**config.mk**
```make
export PLATFORM = sky130hd
export DESIGN_NAME = rfid_credential_table_arming_control
export DESIGN_NICKNAME = d
export VERILOG_FILES = /design/src/rtl/rfca_pkg.sv /design/src/rtl/rfca_ctrl.sv /design/src/rtl/rfca_datapath.sv /design/src/rtl/rfid_credential_table_arming_control.sv
export SDC_FILE = /design/constraint.sdc
export NUM_CORES = 1
export LEC_CHECK = 0
export BUFFER_PORTS_ARGS = -buffer_cell sky130_fd_sc_hd__buf_2
export CORE_MARGIN = 2
export CORE_UTILIZATION = 35
export CTS_BUF_LIST = sky130_fd_sc_hd__clkbuf_4
export DETAILED_ROUTE_END_ITERATION = 8
export PLACE_DENSITY = 0.59
export SLEW_MARGIN = 10
export SYNTH_ARGS = -nofsm -noshare
export SYNTH_HDL_FRONTEND = slang
export SYNTH_SLANG_ARGS = --single-unit
```
**constraint.sdc**
```tcl
create_clock -name clk -period 4.65 [get_ports clk]
set_clock_uncertainty 0.15 [all_clocks]
set_input_delay 0.465 -clock clk [delete_from_list [all_inputs] [get_ports clk]]
set_output_delay 0.465 -clock clk [all_outputs]
set_load 0.05 [all_outputs]
```
**src/rtl/rfca_pkg.sv**
```systemverilog
package rfca_pkg;

    typedef enum logic [2:0] {
        REQ_CARD_READ    = 3'd0,
        REQ_START_ENROLL = 3'd1,
        REQ_REVOKE       = 3'd2,
        REQ_TICK         = 3'd3,
        REQ_SET_STATE    = 3'd4
    } req_t;

    typedef enum logic [2:0] {
        STS_OK           = 3'd0,
        STS_GRANTED      = 3'd1,
        STS_DENIED       = 3'd2,
        STS_ENROLLED     = 3'd3,
        STS_NOT_DISARMED = 3'd4,
        STS_TABLE_FULL   = 3'd5,
        STS_BAD_INDEX    = 3'd6,
        STS_TIMEOUT      = 3'd7
    } status_t;

    localparam logic [2:0] MODE_DISARMED = 3'd0;
    localparam logic [2:0] MODE_ARMING   = 3'd1;
    localparam logic [2:0] MODE_ALARM    = 3'd5;
    localparam logic [2:0] MODE_ENROLL   = 3'd6;

    localparam int unsigned TIMER_BITS    = 32;
    localparam logic [TIMER_BITS-1:0] TIMEOUT_RESET = 32'd30000;

    typedef struct packed {
        logic latch;
        logic start;
        logic step;
        logic commit;
    } cmd_t;

    typedef struct packed {
        logic need_scan;
        logic need_shift;
        logic scan_done;
        logic shift_done;
        logic out_free;
    } sts_t;

endpackage

```
**src/rtl/rfca_ctrl.sv**
```systemverilog
module rfca_ctrl
(
    input  logic          clk,
    input  logic          rst_n,
    input  logic          s_tvalid,
    output logic          s_tready,
    input  rfca_pkg::sts_t sts,
    output rfca_pkg::cmd_t cmd
);

    typedef enum logic [4:0] {
        S_IDLE   = 5'b00001,
        S_DECIDE = 5'b00010,
        S_SCAN   = 5'b00100,
        S_SHIFT  = 5'b01000,
        S_FINISH = 5'b10000
    } state_t;

    state_t state_reg;
    state_t state_next;

    always_comb
    begin
        state_next = state_reg;
        cmd        = '0;
        s_tready   = 1'b0;
        case (state_reg)
            S_IDLE:
            begin
                s_tready  = 1'b1;
                cmd.latch = s_tvalid;
                if (s_tvalid)
                begin
                    state_next = S_DECIDE;
                end
            end
            S_DECIDE:
            begin
                if (sts.need_scan)
                begin
                    cmd.start  = 1'b1;
                    state_next = S_SCAN;
                end
                else if (sts.need_shift)
                begin
                    cmd.start  = 1'b1;
                    state_next = S_SHIFT;
                end
                else
                begin
                    state_next = S_FINISH;
                end
            end
            S_SCAN:
            begin
                cmd.step = 1'b1;
                if (sts.scan_done)
                begin
                    state_next = S_FINISH;
                end
            end
            S_SHIFT:
            begin
                cmd.step = 1'b1;
                if (sts.shift_done)
                begin
                    state_next = S_FINISH;
                end
            end
            S_FINISH:
            begin
                if (sts.out_free)
                begin
                    cmd.commit = 1'b1;
                    state_next = S_IDLE;
                end
            end
            default:
            begin
                state_next = S_IDLE;
            end
        endcase
    end

    always_ff @(posedge clk or negedge rst_n)
    begin
        if (!rst_n)
        begin
            state_reg <= S_IDLE;
        end
        else
        begin
            state_reg <= state_next;
        end
    end

endmodule

```
**src/rtl/rfca_datapath.sv**
```systemverilog
module rfca_datapath
#(
    parameter int TABLE_DEPTH = 16,
    parameter int CODE_BITS   = 32
)
(
    input  logic           clk,
    input  logic           rst_n,
    input  logic [47:0]    s_tdata,
    input  logic [2:0]     s_tuser,
    output logic           m_tvalid,
    input  logic           m_tready,
    output logic [23:0]    m_tdata,
    output logic [2:0]     m_tuser,
    input  logic           cfg_wr_en,
    input  logic [31:0]    cfg_wr_data,
    input  rfca_pkg::cmd_t cmd,
    output rfca_pkg::sts_t sts
);

    localparam int CW = $clog2(TABLE_DEPTH + 1);
    localparam int AW = (TABLE_DEPTH > 1) ? $clog2(TABLE_DEPTH) : 1;
    localparam int XW = (CW > 8) ? CW : 8;
    localparam int KW = (CODE_BITS < 32) ? CODE_BITS : 32;

    logic [CODE_BITS-1:0] mem [TABLE_DEPTH];

    rfca_pkg::req_t       req_reg;
    logic [CODE_BITS-1:0] code_reg;
    logic [7:0]           idx_reg;
    logic [2:0]           lvl_reg;

    logic [CW-1:0]        count_reg;
    logic [CW-1:0]        count_next;
    logic [2:0]           mode_reg;
    logic [2:0]           mode_next;
    logic [rfca_pkg::TIMER_BITS-1:0] timer_reg;
    logic [rfca_pkg::TIMER_BITS-1:0] timer_next;
    logic [rfca_pkg::TIMER_BITS-1:0] timer_inc;
    logic [rfca_pkg::TIMER_BITS-1:0] timeout_reg;

    logic [CW-1:0]        ptr_reg;
    logic                 vld_reg;
    logic [CW-1:0]        tag_reg;
    logic [CODE_BITS-1:0] rd_data_reg;
    logic                 found_reg;
    logic [AW-1:0]        match_reg;

    logic                 m_tvalid_reg;
    logic [23:0]          m_tdata_reg;
    logic [2:0]           m_tuser_reg;

    logic                 is_revoke;
    logic                 idx_ok;
    logic                 full;
    logic                 hit;
    logic                 scan_end;
    logic                 more;
    logic                 app_we;
    logic                 mem_we;
    logic [AW-1:0]        mem_waddr;
    logic [CODE_BITS-1:0] mem_wdata;

    rfca_pkg::status_t    status;
    logic                 cvalid;
    logic [2:0]           cstate;
    logic                 swoff;

    assign is_revoke = (req_reg == rfca_pkg::REQ_REVOKE);
    assign idx_ok    = XW'(idx_reg) < XW'(count_reg);
    assign full      = count_reg >= CW'(TABLE_DEPTH);
    assign hit       = vld_reg && (rd_data_reg == code_reg);
    assign scan_end  = vld_reg && (tag_reg == count_reg - CW'(1));
    assign more      = ptr_reg < count_reg;
    assign timer_inc = (&timer_reg) ? timer_reg : timer_reg + 32'd1;

    assign sts.need_scan  = (req_reg == rfca_pkg::REQ_CARD_READ) &&
                            (mode_reg != rfca_pkg::MODE_ENROLL) && (count_reg != '0);
    assign sts.need_shift = is_revoke && idx_ok;
    assign sts.scan_done  = hit || scan_end;
    assign sts.shift_done = !vld_reg && !more;
    assign sts.out_free   = !m_tvalid_reg || m_tready;

    always_comb
    begin
        mode_next  = mode_reg;
        count_next = count_reg;
        timer_next = timer_reg;
        status     = rfca_pkg::STS_OK;
        cvalid     = 1'b0;
        cstate     = rfca_pkg::MODE_DISARMED;
        swoff      = 1'b0;
        app_we     = 1'b0;
        case (req_reg)
            rfca_pkg::REQ_CARD_READ:
            begin
                if (mode_reg == rfca_pkg::MODE_ENROLL)
                begin
                    if (!full)
                    begin
                        app_we     = 1'b1;
                        count_next = count_reg + CW'(1);
                        status     = rfca_pkg::STS_ENROLLED;
                    end
                    else
                    begin
                        status = rfca_pkg::STS_TABLE_FULL;
                    end
                    mode_next = rfca_pkg::MODE_DISARMED;
                end
                else if (found_reg)
                begin
                    status = rfca_pkg::STS_GRANTED;
                    cvalid = 1'b1;
                    if (mode_reg == rfca_pkg::MODE_DISARMED)
                    begin
                        cstate = rfca_pkg::MODE_ARMING;
                        swoff  = 1'b1;
                    end
                end
                else
                begin
                    status = rfca_pkg::STS_DENIED;
                end
            end
            rfca_pkg::REQ_START_ENROLL:
            begin
                if (mode_reg != rfca_pkg::MODE_DISARMED)
                begin
                    status = rfca_pkg::STS_NOT_DISARMED;
                end
                else if (full)
                begin
                    status = rfca_pkg::STS_TABLE_FULL;
                end
                else
                begin
                    mode_next  = rfca_pkg::MODE_ENROLL;
                    timer_next = '0;
                end
            end
            rfca_pkg::REQ_REVOKE:
            begin
                if (!idx_ok)
                begin
                    status = rfca_pkg::STS_BAD_INDEX;
                end
                else
                begin
                    count_next = count_reg - CW'(1);
                end
            end
            rfca_pkg::REQ_TICK:
            begin
                if (mode_reg == rfca_pkg::MODE_ENROLL)
                begin
                    timer_next = timer_inc;
                    if (timer_inc >= timeout_reg)
                    begin
                        mode_next = rfca_pkg::MODE_DISARMED;
                        status    = rfca_pkg::STS_TIMEOUT;
                    end
                end
            end
            rfca_pkg::REQ_SET_STATE:
            begin
                if ((mode_reg != rfca_pkg::MODE_ENROLL) && (lvl_reg <= rfca_pkg::MODE_ALARM))
                begin
                    mode_next = lvl_reg;
                end
            end
            default:
            begin
                status = rfca_pkg::STS_OK;
            end
        endcase
    end

    assign mem_we    = (cmd.step && is_revoke && vld_reg) || (cmd.commit && app_we);
    assign mem_waddr = cmd.commit ? count_reg[AW-1:0] : tag_reg[AW-1:0];
    assign mem_wdata = cmd.commit ? code_reg : rd_data_reg;

    always_ff @(posedge clk)
    begin
        if (mem_we)
        begin
            mem[mem_waddr] <= mem_wdata;
        end
        if (cmd.step && more)
        begin
            rd_data_reg <= mem[ptr_reg[AW-1:0]];
            tag_reg     <= is_revoke ? ptr_reg - CW'(1) : ptr_reg;
        end
        if (cmd.latch)
        begin
            code_reg <= CODE_BITS'(s_tdata[KW-1:0]);
            idx_reg  <= s_tdata[39:32];
            lvl_reg  <= s_tdata[42:40];
        end
        if (cmd.step && hit && !found_reg)
        begin
            match_reg <= tag_reg[AW-1:0];
        end
        if (cmd.commit)
        begin
            m_tuser_reg <= status;
            m_tdata_reg <= {7'd0,
                            found_reg ? 4'(match_reg) : 4'd0,
                            5'(count_next),
                            swoff,
                            cstate,
                            cvalid,
                            mode_next};
        end
    end

    always_ff @(posedge clk or negedge rst_n)
    begin
        if (!rst_n)
        begin
            req_reg      <= rfca_pkg::REQ_CARD_READ;
            count_reg    <= '0;
            mode_reg     <= rfca_pkg::MODE_DISARMED;
            timer_reg    <= '0;
            timeout_reg  <= rfca_pkg::TIMEOUT_RESET;
            ptr_reg      <= '0;
            vld_reg      <= 1'b0;
            found_reg    <= 1'b0;
            m_tvalid_reg <= 1'b0;
        end
        else
        begin
            if (cfg_wr_en)
            begin
                timeout_reg <= cfg_wr_data;
            end
            if (cmd.latch)
            begin
                req_reg   <= rfca_pkg::req_t'(s_tuser);
                found_reg <= 1'b0;
            end
            if (cmd.start)
            begin
                ptr_reg <= is_revoke ? CW'(XW'(idx_reg) + XW'(1)) : '0;
                vld_reg <= 1'b0;
            end
            else if (cmd.step)
            begin
                if (more)
                begin
                    ptr_reg <= ptr_reg + CW'(1);
                    vld_reg <= 1'b1;
                end
                else
                begin
                    vld_reg <= 1'b0;
                end
                if (hit && !is_revoke)
                begin
                    found_reg <= 1'b1;
                end
            end
            if (cmd.commit)
            begin
                mode_reg     <= mode_next;
                count_reg    <= count_next;
                timer_reg    <= timer_next;
                vld_reg      <= 1'b0;
                m_tvalid_reg <= 1'b1;
            end
            else if (m_tready)
            begin
                m_tvalid_reg <= 1'b0;
            end
        end
    end

    assign m_tvalid = m_tvalid_reg;
    assign m_tdata  = m_tdata_reg;
    assign m_tuser  = m_tuser_reg;

endmodule

```
**src/rtl/rfid_credential_table_arming_control.sv**
```systemverilog
// Keeps a compacted table of card codes in a small memory with one read and one write port,
// beside a local alarm mode, and answers every request with exactly one result. A request is
// taken when the block is idle; tick, set_state and start_enroll requests, and an enrolling
// card read, go straight from the decide state to the finish state without walking the table.
// A lookup card read walks the table one entry per cycle and stops at the first match; a
// revoke shifts the later entries down one per cycle. A finished result waits in an output
// register, and the next request may be taken while it waits. The table needs no clearing
// after reset.
module rfid_credential_table_arming_control
#(
    parameter int TABLE_DEPTH = 16,
    parameter int CODE_BITS   = 32
)
(
    input  logic        clk,
    input  logic        rst_n,
    input  logic        s_tvalid,
    output logic        s_tready,
    input  logic [47:0] s_tdata,     // card_code[31:0], entry_index[39:32], new_state[42:40]
    input  logic [2:0]  s_tuser,     // req_type[2:0]
    output logic        m_tvalid,
    input  logic        m_tready,
    output logic [23:0] m_tdata,     // alarm_state[2:0], command_valid[3], command_state[6:4],
                                     // switch_off_alarm[7], entry_count[12:8],
                                     // matched_index[16:13]
    output logic [2:0]  m_tuser,     // status[2:0]
    input  logic        cfg_wr_en,
    input  logic [31:0] cfg_wr_data  // enroll_timeout_ticks
);

    rfca_pkg::cmd_t cmd;
    rfca_pkg::sts_t sts;

    rfca_ctrl u_ctrl
    (
        .clk      (clk),
        .rst_n    (rst_n),
        .s_tvalid (s_tvalid),
        .s_tready (s_tready),
        .sts      (sts),
        .cmd      (cmd)
    );

    rfca_datapath
    #(
        .TABLE_DEPTH (TABLE_DEPTH),
        .CODE_BITS   (CODE_BITS)
    )
    u_datapath
    (
        .clk         (clk),
        .rst_n       (rst_n),
        .s_tdata     (s_tdata),
        .s_tuser     (s_tuser),
        .m_tvalid    (m_tvalid),
        .m_tready    (m_tready),
        .m_tdata     (m_tdata),
        .m_tuser     (m_tuser),
        .cfg_wr_en   (cfg_wr_en),
        .cfg_wr_data (cfg_wr_data),
        .cmd         (cmd),
        .sts         (sts)
    );

`ifndef NO_ASSERTIONS
    a_commit_when_free: assert property (@(posedge clk) disable iff (!rst_n)
        cmd.commit |-> sts.out_free)
        else $error("Result committed while the output register was still full.");

    a_one_request: assert property (@(posedge clk) disable iff (!rst_n)
        (s_tvalid && s_tready) |=> !s_tready)
        else $error("A second request was taken before the first one finished.");

    a_step_not_commit: assert property (@(posedge clk) disable iff (!rst_n)
        !(cmd.step && cmd.commit) && !(cmd.start && cmd.commit))
        else $error("Table walk overlapped with a result commit.");

    a_no_grant_enrolling: assert property (@(posedge clk) disable iff (!rst_n)
        (m_tvalid && m_tuser == rfca_pkg::STS_GRANTED) |->
            (m_tdata[2:0] != rfca_pkg::MODE_ENROLL))
        else $error("A card was granted while in enrolling mode.");
`endif

endmodule

```
Word-level counts from Yosys, hierarchy flattened. Memory sizes are Yosys's and may differ from the RTL's. A register that Yosys moved wholly into a read port is not among the register bits. Cells that the tools add are included.

Memories: 1. Logic and storage cells: 157. Input port bits: 88. Output and inout port bits: 29. RAM bits: 512. Register bits: 160.

Memories: u_datapath.mem (words 16, bits a word 32, read ports 1, clocked after memory_dff 1, wr ports 1, line rfca_datapath.sv:26) `logic [CODE_BITS-1:0] mem [TABLE_DEPTH];`.

Equal/unequal tests: 20. Mux-type cells: 65. $add $sub $neg: 6. Reduce and logical (&&, ||, !) cells: 38. $lt $le $gt $ge: 5. Bitwise gates (word level): 2.

Operators by type and width (count): $mux W32 (5); $mux W5 (14); $pmux W32 S2 (1); $mux W3 (13); $add A32 B1 Y32 const B (1); $eq A32 B32 Y1 (1); $ge A32 B32 Y1 (1); $reduce_and A32 Y1 (1); $mux W1 (26); $pmux W5 S5 (1); $pmux W3 S4 (2); $add A5 B1 Y5 const B (3); $logic_and A1 B1 Y1 (14); $ne A2 B2 Y1 const B (6); $pmux W5 S2 (1); $sub A5 B1 Y5 const B (2); $lt A8 B5 Y1 (1); $reduce_bool A2 Y1 (4); $eq A3 B2 Y1 const B (2); $eq A3 B3 Y1 const B (2); $logic_not A3 Y1 (2); $reduce_bool A3 Y1 (2); $eq A5 B1 Y1 const B (1); $eq A5 B2 Y1 const B (1); 21 further kinds (29).

Longest topological paths before layout.
Word-level depth: 8. Gate-level depth with buffers: 15. Mapped depth without buffers: 14.

By module. From an unflattened synthesis, not the netlist that was laid out.

Cells, all modules: 1715. Area total of the unflattened synthesis: 29662.2 um^2.

Modules (own cells, without submodules): rfca_datapath (area an instance 29360.7 um^2, cells each 1683, times used 1, seq. area each 20493.4 um^2); rfca_ctrl (area an instance 301.5 um^2, cells each 32, times used 1, seq. area each 126.4 um^2).

Least setup slack after synthesis. No wires, ideal clock.

Kind: register to register. From: register u_datapath.count_reg[2]. To: register u_datapath.ptr_reg[3]. Setup time: 0.152 ns. Buffers on the path: 1. Data arrival time: 3.613 ns. Clock period less this slack: 3.915 ns. Stages on the path, launching flop included: 9. Required time: 4.348 ns. Path slack: 0.735 ns. Path through: dfrtp_1 -> clkbuf_1 -> clkinv_1 -> ha_1 -> o21ai_0 -> o21bai_1 -> a211oi_2 -> or2_2 -> o211ai_1.

Cells in the longest elaborated chain, start to end: 7. Elaborated cells on any way between the ends: 12. Classes of those cells: 2 x order compare; 4 x mux; 6 x reduce/logical.

Ends and longest elaborated chain: from (decl) (line rfca_datapath.sv:33) `logic [CW-1:0] count_reg;`; from (signal assigned) (line rfca_datapath.sv:266) `count_reg <= count_next;`; $lt A8 B5 Y1 (line rfca_datapath.sv:70) `assign idx_ok = XW'(idx_reg) < XW'(count_reg);`; $logic_and A1 B1 Y1 (line rfca_datapath.sv:79) `assign sts.need_shift = is_revoke && idx_ok;`; $mux W1 (line rfca_ctrl.sv:44) `else if (sts.need_shift)`; $mux W1 (line rfca_ctrl.sv:39) `if (sts.need_scan)`; $mux W1 (line rfca_ctrl.sv:27) `case (state_reg)`; $reduce_bool A2 Y1 (no line); $reduce_and A2 Y1 (no line); to (signal assigned) (line rfca_datapath.sv:244) `ptr_reg <= is_revoke ? CW'(XW'(idx_reg) + XW'(1)) : '0;`; to (signal assigned) (line rfca_datapath.sv:251) `ptr_reg <= ptr_reg + CW'(1);`; to (decl) (line rfca_datapath.sv:42) `logic [CW-1:0] ptr_reg;`.

Parallel ways exist; a longest one is shown, timed or not. A chain may end at the register's enable or synchronous reset.

Worst setup path in the final report.
From: register u_datapath.timer_reg[0] (netlist bit). To: register u_datapath.mode_reg[1].

Cells in the longest elaborated chain, start to end: 6. Elaborated cells on any way between the ends: 7. Classes of those cells: 1 x add/sub; 1 x order compare; 4 x mux; 1 x reduce/logical.

Ends and longest elaborated chain: from (decl) (line rfca_datapath.sv:37) `logic [rfca_pkg::TIMER_BITS-1:0] timer_reg;`; from (signal assigned) (line rfca_datapath.sv:267) `timer_reg <= timer_next;`; $add A32 B1 Y32 or $reduce_and A32 Y1 (tied branches) (line rfca_datapath.sv:75) `assign timer_inc = (&timer_reg) ? timer_reg : timer_reg + 32'd1;`; $mux W32 (*) (line rfca_datapath.sv:75); $ge A32 B32 Y1 (*) (line rfca_datapath.sv:158) `if (timer_inc >= timeout_reg)`; $mux W3 (*) (line rfca_datapath.sv:158); $mux W3 (*) (line rfca_datapath.sv:155) `if (mode_reg == rfca_pkg::MODE_ENROLL)`; $pmux W3 S4 (*) (line rfca_datapath.sv:94) `case (req_reg)`; to (signal assigned) (line rfca_datapath.sv:223) `mode_reg <= rfca_pkg::MODE_DISARMED;`; to (signal assigned) (line rfca_datapath.sv:265) `mode_reg <= mode_next;`; to (decl) (line rfca_datapath.sv:35) `logic [2:0] mode_reg;`.

Mark *: on every way between the ends. The rest lies on a longest branch, timed or not.

==> summary.md <==
| Metric | Value |
|---|---|
| Status | finished clean |
| Worst-skew pair later-pin latency | 1.04 ns |
| # port buffers | 102 |
| Grt total ovfl | 0 |
| Critical path data arrival time | 5.08 ns |
| Mapped Cells | 1793 |
| FMAX | 229 MHz |
| Post-DP HPWL | 41.8 mm |
| CTS root buf | clkbuf_4 |
| Critical Path End Type | flip-flop |
| GRT Overall Usage | 17.6% |
| Final setup fails | 0 |
| Die X | 296 um |
| Area grow syn2layout | 22.3% |
| P per Cell Area | 448 nW/um2 |
| Layout cells sized above 1 | 27.4% |
| Post-synthesis sequential area ratio | 69.2% |
| Cts bufs inserted | 179 |
| FFs w/ async S/R, synth | 12.6% |
| Slew Limit Fails | 0 |
| Max FO, Critical Path | 9 |
| Placed Cells | 2994 |
| CP max stage delay | 0.49 ns |
| CP most frequent cell | ha_1 |
| # fillers | 7425 |
| Final sum of negative setup slack | 0 ns |
| Max VDD drop | 0.288 mV |
| Biggest register | u_datapath.mem |
| Vias in the first global route | 18.8k |
| Number of synthesized flops with an enable pin | 613 |
| Post-route insts no fill | 3518 |
| Slew @ Worst Pin | 1.05 ns |
| CTS tree | done |
| Min Tclk post-route | 4.36 ns |
| Area occupied by multi-input gates | 8650 um2 |
| FF+latch area | 20600 um2 |
| CORE AREA | 84000 um2 |
| Tcrit/Tclk final | 93.8% |
| Post-synth top area share | 61.8% |
| CP Data Required Time | 5.37 ns |
| Largest net degree at the start of global routing | 133 |
| Max Buffers Root-to-Sink | 3 |
| Most frequent cells in the layout | 613 x edfxtp_1, 254 x clkbuf_4, 218 x dlygate4sd3_1 |
| Rows | 106 |
| Unrepaired setup endpoints after global routing | false |
| Leading area contributor after synthesis | edfxtp_1 |
| Synth top area cells | edfxtp_1 62%, mux4_2 12%, dfrtp_1 6.7% |
| Die Area | 87400 um2 |
| Worst Setup Start Kind | flip-flop |
| Largest register FFs | 512 |
| Antenna viol nets, final | 0 |
| Initial antenna violation count | 2 |
| Yosys warnings | 0 |
| Clk sink count | 701 |
| Placer's final routability congestion estimate | 0.853 |
| Starting DRT DRC Count | 1478 |
| Chip height | 296 um |
| Nets | 2395 |
| Worst path cell trace | ha_1, nand3_1, or3_4, nand4bb_1, buf_4, and4_4, xor2_1, ha_1, and4_1, nand2_1, o311a_1, a211oi_1, nor4_2, o32a_1 |
| Slew headroom | 29.9% |
| Clock Pin Slew Worst Setup and Hold Paths | 0.07 ns |
| Pwr Total | 16300 uW |
| Vias per inst | 5.06 |
| Post-CTS Repair Setup Buffers | 0 |
| Most common cell after layout, fill and taps aside | edfxtp_1 |
| Final wirelength | 75.6 mm |
| I/O pins | 117 |
| Worst hold path type | primary input to flip-flop |
| Syn_area_per_cell | 16.6 um2 |
| DRC Markers | 0 |
| Static Leakage | 0.0127 uW |
| First-pass GRT wire length | 114 mm |
| Critical Path Slowest Stage Cell | a211oi_1 |
| DRT Pass-1 Iters | 6 |
| Htree depth | 4 |
| Initial Util | 35.5% |
| Vias | 17.8k |
| Synthesis-stage register bit count | 701 |
| Post-synth top flop | edfxtp_1 |
| Max_cap viols | 0 |
| Post-DR wirelength/cell | 21.5 um |
| Distinct cell type count after synthesis | 87 |
| Crit Path Category | flip-flop to flip-flop |
| Syn Std Cell Area | 29800 um2 |
| Final hold vios | 0 |
-- per-stage QoR --
step                      utilization (%)  setup slack (ns)  area, um2  hold WS, ns
after floorplan                         -             0.735      29800       0.0194
after global placement               38.1             0.274      32000        0.356
after detailed placement             38.1             0.228      32000        0.363
after CTS                            43.4             0.206      36400       0.0150
after global routing                 43.4            0.0536      36400       0.0633
final                                43.4             0.288      36400        0.141
-- where the power goes --
| part | internal (uW) | leakage (uW) | switching (uW) |
|---|---|---|---|
| logic | 1660 | 0.00482 | 1920 |
| clock network | 2540 | 0.00130 | 2550 |
| registers | 7350 | 0.00661 | 287 |
| total | 11500 | 0.0127 | 4760 |
-- timing repair --
action,4_1_cts,5_1_grt
hold buffers,219,0
setup endpoints to repair,0,5
gates resized for setup,0,3
hold endpoints to repair,150,0
-- critical path: cells and delay by family (launching register included) --
| kind | cells | cell delay, ns |
|---|---|---|
| flip-flops | 1 | 0.47 |
| XOR/XNOR | 1 | 0.14 |
| adder cells (fa/ha/maj) | 2 | 0.56 |
| AND/OR/NAND/NOR | 7 | 1.43 |
| AO/OA/AOI/OAI | 3 | 1.24 |
| buffers and inverters | 1 | 0.24 |
-- metal layers --
metal / routed length [um] / GRT usage (%)
met1: 31200 / 21.9
met2: 38300 / 30.4
met3: 4480 / 3.88
met4: 1630 / 6.05
met5: 0 / 0
-- final timing paths --
| check | from | to | slack (ns) | cells past startpoint |
|---|---|---|---|---|
| max in group asynchronous | rst_n | u_ctrl.state_reg[0] | 3.41 | 4 |
| min in group asynchronous | rst_n | u_datapath.timeout_reg[13] | 0.50 | 3 |
| setup reg to reg | u_datapath.timer_reg[0] | u_datapath.mode_reg[1] | 0.29 | 14 |
| setup / recovery | u_datapath.timer_reg[0] | u_datapath.mode_reg[1] | 0.29 | 14 |
| hold / removal | s_tvalid | u_ctrl.state_reg[1] | 0.14 | 3 |
| hold reg to reg | u_datapath.match_reg[3] | u_datapath.m_tdata[16] | 0.39 | 1 |
-- final cells by class --
type                       count  share of cell area [%]
tap                         1134                    3.90
inverter                      63                   0.649
multi-input combinational    938                    23.8
antenna                        3                  0.0206
timing repair buffer         377                    9.04
clock inverter                48                   0.769
sequential                   701                    56.6
clock buffer                 254                    5.23
-- Yosys cell counts, types with 8 or more instances --
cell type  instances
edfxtp_1         613
nand2_1          194
mux4_2           160
o21ai_0           90
dfrtp_1           80
nor2_1            64
inv_1             61
ha_1              47
xnor2_1           46
clkbuf_1          45
nand3_1           29
nor3_1            29
xor2_1            28
a21oi_1           25
mux2i_1           24
buf_2             23
buf_1             18
nand4_1           14
and3_1            13
buf_4             11
nor4_1            11
and2_1             8
dfstp_2            8
o211ai_1           8
o22ai_1            8
-- kinds of logic after synthesis --
kind of cell / Yosys count / share of synthesized area (%)
buf+inv: 162 / 2.31
xor+xnor: 74 / 2.18
other cells: 1 / 0.0126
compound gates: 195 / 4.13
mux: 190 / 13.1
simple gates: 423 / 7.03
fa+ha+maj: 47 / 1.97
flops: 701 / 69.2
No activity file was read; power rests on OpenSTA's default activity.
